$ cat src/rtl/teq_pkg.sv
package teq_pkg;

   localparam int QUEUE_DEPTH_DEF = 64;

   localparam int OP_W      = 3;
   localparam int DELAY_W   = 32;
   localparam int HANDLER_W = 8;
   localparam int UID_W     = 31;
   localparam int TIME_W    = 48;
   localparam int STATUS_W  = 3;
   localparam int OCC_W     = 7;
   localparam int ID_W      = 32;

   localparam int REQ_W  = 80;
   localparam int RSP_W  = 152;

   localparam logic [OP_W-1:0] OP_SCHEDULE = 3'd0;
   localparam logic [OP_W-1:0] OP_DEQUEUE  = 3'd1;
   localparam logic [OP_W-1:0] OP_CANCEL   = 3'd2;
   localparam logic [OP_W-1:0] OP_LOOKUP   = 3'd3;
   localparam logic [OP_W-1:0] OP_RESET    = 3'd4;

   localparam logic [STATUS_W-1:0] ST_OK        = 3'd0;
   localparam logic [STATUS_W-1:0] ST_NEG_DELAY = 3'd1;
   localparam logic [STATUS_W-1:0] ST_NULL_HDL  = 3'd2;
   localparam logic [STATUS_W-1:0] ST_FULL      = 3'd3;
   localparam logic [STATUS_W-1:0] ST_NO_IDS    = 3'd4;
   localparam logic [STATUS_W-1:0] ST_EMPTY     = 3'd5;
   localparam logic [STATUS_W-1:0] ST_NOT_FOUND = 3'd6;
   localparam logic [STATUS_W-1:0] ST_BACKWARDS = 3'd7;

   typedef struct packed {
      logic [TIME_W-1:0]    due_time;
      logic [UID_W-1:0]     uid;
      logic [HANDLER_W-1:0] handler;
   } slot_type;

   localparam int SLOT_W = $bits(slot_type);

   // Broadcast from the controller to every cell of the row.
   typedef struct packed {
      logic              cmp;
      logic              dequeue;
      logic              find;
      logic [UID_W-1:0]  uid;
      logic [TIME_W-1:0] due_time;
      logic              ins_en;
      logic              rem_en;
      slot_type          new_slot;
   } cell_ctl_type;

endpackage

$ cat src/rtl/teq_cell.sv
module teq_cell (
   input  logic                  clock,
   input  logic                  reset,
   input  teq_pkg::cell_ctl_type ctl,
   input  logic                  live,
   input  logic                  head,
   input  logic                  prev_ins,
   input  logic                  rem,
   input  teq_pkg::slot_type     prev_slot,
   input  teq_pkg::slot_type     next_slot,
   output teq_pkg::slot_type     slot,
   output logic                  ins,
   output logic                  match
);
   import teq_pkg::*;

   slot_type slot_ff, slot_in;
   logic     ins_ff, ins_in;
   logic     match_ff, match_in;

   always_comb begin
      ins_in   = ins_ff;
      match_in = match_ff;
      slot_in  = slot_ff;
      if (ctl.cmp) begin
         // Free cells count as later than any due time, so the insert point
         // is the first cell whose flag is set.
         ins_in   = !live || (slot_ff.due_time > ctl.due_time);
         match_in = live && ((ctl.dequeue && head) ||
                    (ctl.find && (ctl.uid != '0) && (slot_ff.uid == ctl.uid)));
      end
      if (ctl.ins_en && ins_ff) begin
         slot_in = prev_ins ? prev_slot : ctl.new_slot;
      end else if (ctl.rem_en && rem) begin
         slot_in = next_slot;
      end
   end

   always_ff @(posedge clock) begin
      if (reset) begin
         ins_ff   <= 1'b0;
         match_ff <= 1'b0;
      end else begin
         ins_ff   <= ins_in;
         match_ff <= match_in;
      end
      slot_ff <= slot_in;
   end

   assign slot  = slot_ff;
   assign ins   = ins_ff;
   assign match = match_ff;

endmodule

$ cat config.mk
export PLATFORM = sky130hd
export DESIGN_NAME = teq_cell
export DESIGN_NICKNAME = d
export VERILOG_FILES = /design/src/rtl/teq_pkg.sv /design/src/rtl/teq_cell.sv
export SDC_FILE = /design/constraint.sdc
export NUM_CORES = 1
export LEC_CHECK = 0
export ABC_AREA = 1
export BUFFER_PORTS_ARGS = -buffer_cell sky130_fd_sc_hd__buf_2
export CORE_AREA = 2 2 173 175
export CTS_CLUSTER_DIAMETER = 100
export DETAILED_ROUTE_END_ITERATION = 7
export DIE_AREA = 0 0 175 177
export PLACE_DENSITY_LB_ADDON = 0.05
export SLEW_MARGIN = 20
export SYNTH_ARGS = -nofsm -noshare
export SYNTH_HDL_FRONTEND = slang
export SYNTH_SLANG_ARGS = --single-unit
$ cat constraint.sdc
create_clock -name clock -period 3 [get_ports clock]
set_clock_uncertainty 0.05 [all_clocks]
set_input_delay 0.3 -clock clock [delete_from_list [all_inputs] [get_ports clock]]
set_output_delay 0.3 -clock clock [all_outputs]
set_load 0.01 [all_outputs]
==> out/results.tsv, run 1 <==
stage	metric	value	unit
timing	RSZ-0062 raised after global routing	false	
logic_synthesis	asr flop ratio synth	0	%
placed_design	worst slack at placement	1050	ps
power	Leakage	4.82	nW
cells_and_area	fillers	3315	
logic_synthesis	register area share after synthesis	41.4	%
placed_design	post-DP HPWL	22500	µm
clocking	CTS Root Buffer Type	clkbuf_16	
logic_synthesis	dominant synthesized flop cell	edfxtp_1	
cells_and_area	final instance area	0.00934	mm²
floorplanning	Core ar.	0.0292	mm²
logic_synthesis	synth unique cells	29	
cells_and_area	final net count	1688	
timing	Slew Limit Fails	0	
grt	GRT Resource Usage Total	17.6	%
logic_synthesis	Synthesized Nets	1265	
route	drt drc	0	
clocking	Sink Count	89	
route	vias per cell	4.27	
timing	post-layout worst setup margin	1110	ps
grt	initial antenna violation count	6	
setup_path	crit-path cells	ha_1 > nand2_1 > inv_2 > nand3_1 > nor3_1 > nand2_1 > nor2_2 > nand2_1 > nand3_2 > nand2_2 > a21oi_2	
clocking	Post-CTS Setup Repair Bufs	0	
logic_synthesis	FF+latch count, synth	89	
grt	first-pass GRT wire length	41100	µm
route	number of DRC markers in iteration 0	285	
floorplanning	Die Footprint	0.0310	mm²
cells_and_area	non-filler instance count after layout	1687	
logic_synthesis	synthesized instance count	866	
timing	Setup Viol. Count Final	0	
flow_run	MaxCap Viol Count	0	
setup_path	worst path required time	3240	ps
setup_path	CP max stage delay	420	ps
grt	vias in the first global route	7199	
logic_synthesis	Yosys top cell by area	edfxtp_1	
logic_synthesis	post-synth top area share	40.7	%
timing	Max Fclk	529	MHz
clocking	CTS resizes	0	
logic_synthesis	ranking of synthesized cells by area	edfxtp_1, a21oi_1, nand2_1	
grt	total global routing overflow	0	
setup_path	slowest cell on the critical path	edfxtp_1	
setup_path	CP Launch Type	flip-flop	
worst_hold_path	worst min-delay path class	input port to flip-flop	
logic_synthesis	Avg Inst Size Synth	7.40	µm²
timing	worst relative slew slack	54.8	%
floorplanning	Rows	63	
clocking	Skew-Pair Late Insertion Delay	350	ps
setup_path	crit path max fanout	2	
setup_path	kind of critical path	flip-flop to flip-flop	
clocking	Clock Path Buffers	2	
timing	worst-margin pin slew	679	ps
logic_synthesis	Post-synth EDFFs	87	
clocking	H-tree lvl count	3	
route	Initial DRT Pass Iterations	5	
clocking	TritonCTS buffer count	9	
logic_synthesis	Synth Warn #	0	
timing	fin crit period	1890	ps
setup_path	endpoint type of the worst setup path	flip-flop	
placed_design	DP Area	0.00906	mm²
grt	largest net degree at the start of global routing	88	
logic_synthesis	most common library cells after synthesis	nand2_1, a21oi_1, nor2_1	
floorplanning	Initial Utilization	21.9	%
timing	Fin. Hold Viols	0	
setup_path	buffers and inverters on the worst path	1	
logic_synthesis	most common cell in the synthesized netlist	nand2_1	
placed_design	# port buffers	439	
route	WL/cell	16.7	µm
logic_synthesis	area of the mapped netlist	0.00641	mm²
floorplanning	die width	175	µm
setup_path	crit-path leading delay family	simple AND/OR/NAND/NOR gates	
timing	Setup TNS Final	0	ps
power	Peak VDD IR	0.000193	V
placed_design	global placer's final weighted congestion	0.789	
floorplanning	IO Count	440	
route	vias after detailed routing	7197	
clocking	Clock transition at path regs	80	ps
setup_path	crit path DAT	2130	ps
cells_and_area	area grow syn2layout	45.6	%
timing	fin crit share	63.0	%
clocking	CTS tree	yes	
route	Routed WL	28200	µm
outcome	outcome	complete, no violations	
route	Post-DRT Antenna Nets	0	
floorplanning	Die H	177	µm
power	PwrDens	390	mW/mm²
cells_and_area	layout cells sized above 1	37.7	%
placed_design	placed cells	1668	
clocking	Hold Buf Count CTS	0	
setup_path	CP dominant cell by count	nand2_1	
through the flow:
stage / hold slack [ps] / util, % / total power, W
final: 68.9 / 31.9 / 0.00364
after global routing: 60.5 / 31.9 / 0.00386
after CTS: 49.9 / 31.9 / 0.00371
after detailed placement: 405 / 31.0 / 0.00258
after global placement: 402 / 31.0 / 0.00259
after floorplan: 319 / - / 0.00207
power breakdown:
part | leakage, nW | internal (W) | switching [W]
Clock | 0.124 | 0.000558 | 0.000548
Sequential | 0.843 | 0.00150 | 0.0000609
Combinational | 3.85 | 0.000425 | 0.000550
flip-flops by register name, summed over array words and instances (netlist names):
name / cells
match: 1
slot: 87
ins: 1
final cells by class:
type	count	area, µm²	area share, %
clock inverter	5	33.8	0.362
antenna	4	10.0	0.107
tap	390	488	5.23
inverter	106	400	4.29
timing repair buffer	449	2310	24.8
sequential	89	2650	28.4
clock buffer	10	229	2.45
multi-input combinational	634	3210	34.4
metal layers:
| metal | wire (µm) | share of wire [%] | track usage (%) |
|---|---|---|---|
| met5 | 27 | 0.096 | 0 |
| met2 | 14300 | 51 | 32.0 |
| met4 | 445 | 1.6 | 5.63 |
| met1 | 11500 | 41 | 20.0 |
| met3 | 1960 | 6.9 | 4.60 |
cell usage in the layout (no fill, tap or decap), drive strengths merged:
cell type,Yosys,routed
buf,25,449
nand2,217,217
a21oi,196,196
nor2,128,128
inv,105,103
edfxtp,87,87
ha,48,48
nand3,13,13
clkbuf,12,10
xnor2,8,8
o21ai,7,7
nand4,6,6
clkinv,1,6
or2,5,5
diode,0,4
nor3,2,2
o21a,2,2
clkinvlp,0,2
dfxtp,2,2
a21o,1,1
o21bai,1,1
kinds of logic (layout without fill, tap and decap cells):
kind of cell	count (synthesis)	after routing	synth area share (%)
simple gates	371	371	23.1
compound gates	207	207	16.4
buf+inv	143	570	8.72
flops	89	89	41.4
fa+ha+maj	48	48	9.37
xor+xnor	8	8	1.09
other cells	0	4	0
path summary, 6_finish.rpt:
check	startpoint	endpoint	slack (ps)	cells after the start
worst max-delay path	slot[65]$_DFFE_PP_	ins$_SDFFE_PP0P_	1110	11
worst min-delay path	reset	match$_SDFFE_PP0P_	70	2
worst max register to register	slot[65]$_DFFE_PP_	ins$_SDFFE_PP0P_	1110	11
worst min register to register	match$_SDFFE_PP0P_	match$_SDFFE_PP0P_	410	2
Note: power is estimated with default switching activity, not from simulation.
==> inputs of run 2 (changes only) <==
- clock period: 3 -> 1.9 ns (I/O delays scaled with it)
==> run 2 against run 1 <==
Compared with the run above: global-route usage is 0.95 points lower; hold slack better by 22 ps; count of clock-buffer cells in the layout is 1 lower; critical path depth is 2 lower; critical endpoint unchanged; largest cell class unchanged.
==> out/results.tsv, run 2 (synthesis results as in run 1) <==
stage	metric	value	unit	change
cells_and_area	max reg flops	87		unchanged
route	WL/cell	15.9	µm	was 16.7 µm
setup_path	endpoint type of the worst setup path	flip-flop		unchanged
timing	Setup TNS Final	0	ps	unchanged
route	drt drc	0		unchanged
floorplanning	Die H	177	µm	unchanged
worst_hold_path	worst min-delay path class	input port to flip-flop		unchanged
route	vias per cell	4.22		was 4.27
power	PwrDens	625	mW/mm²	was 390 mW/mm²
timing	Max Fclk	584	MHz	was 529 MHz
power	P_int	0.00409	W	was 0.00248 W
timing	worst-margin pin slew	533	ps	was 679 ps
floorplanning	die width	175	µm	unchanged
cells_and_area	Diodes inserted	0		was 4
setup_path	CP Launch Type	flip-flop		unchanged
timing	Fin. Hold Viols	0		unchanged
power	Net Sw Power	0.00184	W	was 0.00116 W
placed_design	post-DP HPWL	21500	µm	was 22500 µm
floorplanning	IO Count	440		unchanged
timing	fin crit period	1710	ps	was 1890 ps
route	Initial DRT Pass Iterations	4		was 5
timing	Slew Limit Fails	0		unchanged
floorplanning	Die Footprint	0.0310	mm²	unchanged
route	number of DRC markers in iteration 0	241		was 285
clocking	Post-CTS Setup Repair Bufs	0		unchanged
floorplanning	Core ar.	0.0292	mm²	unchanged
cells_and_area	layout cells sized above 1	38.1	%	was 37.7%
setup_path	worst r2r src	slot[80]$_DFFE_PP_		was slot[65]$_DFFE_PP_
power	switching part of the total power	31.0	%	was 31.9%
grt	first-pass GRT wire length	39100	µm	was 41100 µm
route	Routed WL	26800	µm	was 28200 µm
power	Peak VDD IR	0.000346	V	was 0.000193 V
setup_path	CP max stage delay	390	ps	was 420 ps
grt	GRT Resource Usage Total	16.6	%	was 17.6%
placed_design	global placer's final weighted congestion	0.771		was 0.789
cells_and_area	non-filler instance count after layout	1689		was 1687
setup_path	kind of critical path	flip-flop to flip-flop		unchanged
timing	fin crit share	90.2	%	was 63.0%
clocking	TritonCTS buffer count	9		unchanged
power	combinational power share	26.5	%	was 26.8%
timing	Setup Viol. Count Final	0		unchanged
route	Post-DRT Antenna Nets	0		unchanged
clocking	CTS tree	yes		unchanged
placed_design	placed cells	1672		was 1668
clocking	Clock Path Buffers	2		unchanged
clocking	Sink Count	89		unchanged
setup_path	worst path required time	2090	ps	was 3240 ps
worst_hold_path	hold_sp	ctl[170]		was reset
setup_path	crit path max fanout	2		unchanged
power	share of total power in the clock network	32.1	%	was 30.4%
setup_path	crit path from	slot[80]$_DFFE_PP_		was slot[65]$_DFFE_PP_
clocking	H-tree lvl count	3		unchanged
route	vias after detailed routing	7129		was 7197
grt	initial antenna violation count	1		was 6
outcome	outcome	complete, no violations		unchanged
clocking	CTS Root Buffer Type	clkbuf_16		unchanged
grt	total global routing overflow	0		unchanged
grt	vias in the first global route	6970		was 7199
floorplanning	Rows	63		unchanged
placed_design	# port buffers	439		unchanged
cells_and_area	final net count	1693		was 1688
setup_path	slowest cell on the critical path	edfxtp_1		unchanged
cells_and_area	area grow syn2layout	47.9	%	was 45.6%
cells_and_area	most frequent cells in the layout	buf_2, nand2_1, a21oi_1, nor2_1, inv_1		unchanged
timing	worst hold slack	90.9	ps	was 68.9 ps
timing	worst relative slew slack	64.4	%	was 54.8%
setup_path	crit path DAT	1900	ps	was 2130 ps
power	Leakage	4.88	nW	was 4.82 nW
timing	RSZ-0062 raised after global routing	false		unchanged
floorplanning	Initial Utilization	21.9	%	unchanged
cells_and_area	commonest non-fill, non-tap cell in the layout	buf_2		unchanged
clocking	Clock transition at path regs	80	ps	about the same
grt	largest net degree at the start of global routing	88		unchanged
setup_path	crit-path cells	ha_1 > a21oi_1 > o21ai_0 > nand2_1 > nand2_1 > a21oi_2 > nand3_2 > nand2_2 > a21oi_2		was ha_1 > nand2_1 > inv_2 > nand3_1 > nor3_1 > nand2_1 > nor2_2 > nand2_1 > nand3_2 > nand2_2 > a21oi_2
clocking	Skew-Pair Late Insertion Delay	350	ps	about the same
power	sequential share of power	41.3	%	was 42.8%
flow_run	MaxCap Viol Count	0		unchanged
run 2: final timing paths:
kind                   endpoint  slack, ps  cells after the start
max            ins$_SDFFE_PP0P_        190                      9
min          match$_SDFFE_PP0P_         90                      4
max reg2reg    ins$_SDFFE_PP0P_        190                      9
min reg2reg  match$_SDFFE_PP0P_        410                      2
run 2: metrics by stage:
step | cell area, µm² | total power [W] | worst slack [ps] | util (%)
detailed placement | 9150 | 0.00409 | 72.6 | 31.3
floorplan | 6430 | 0.00326 | 225 | -
CTS | 9470 | 0.00605 | 50.3 | 32.4
finish | 9480 | 0.00592 | 187 | 32.4
global route | 9480 | 0.00632 | 3.36 | 32.4
global placement | 9150 | 0.00410 | 81.7 | 31.3
run 2: what timing repair did:
action                     4_1_cts  5_1_grt
hold endpoints to repair         1        0
hold buffers                     1        0
resized for setup                0        3
setup endpoints to repair        0        1
run 2: power groups by stage:
stage	clock (W)	sequential, W	combinational (W)
global placement	0	0.00249	0.00161
CTS	0.00199	0.00245	0.00161
floorplan	0	0.00256	0.000706
finish	0.00190	0.00245	0.00157
global route	0.00206	0.00247	0.00179
detailed placement	0	0.00250	0.00160
run 2: layout make-up:
type                            count  area (µm²)
Inverter                          106         400
Timing Repair Buffer              454        2400
Clock buffer                        9         225
Sequential cell                    89        2650
Fill cell                        3276       19800
Tap cell                          390         488
Multi-Input combinational cell    634        3230
Clock inverter                      7        76.3
run 2: worst max-delay path: cells and delay by family, from the launching register on:
kind / cells / cell delay [ps]
simple gates: 4 / 340
flops: 1 / 390
fa+ha+maj: 1 / 300
compound gates: 4 / 510
run 2: per-layer routing:
layer	vias up	wire length [µm]	global-route usage (%)	share of wire [%]
met5	-	9	0	0.034
met4	2	325	4.17	1.2
met3	16	1760	3.93	6.6
met2	250	13900	31.3	52
met1	3168	10800	18.8	40
li1	3693	-	-	-
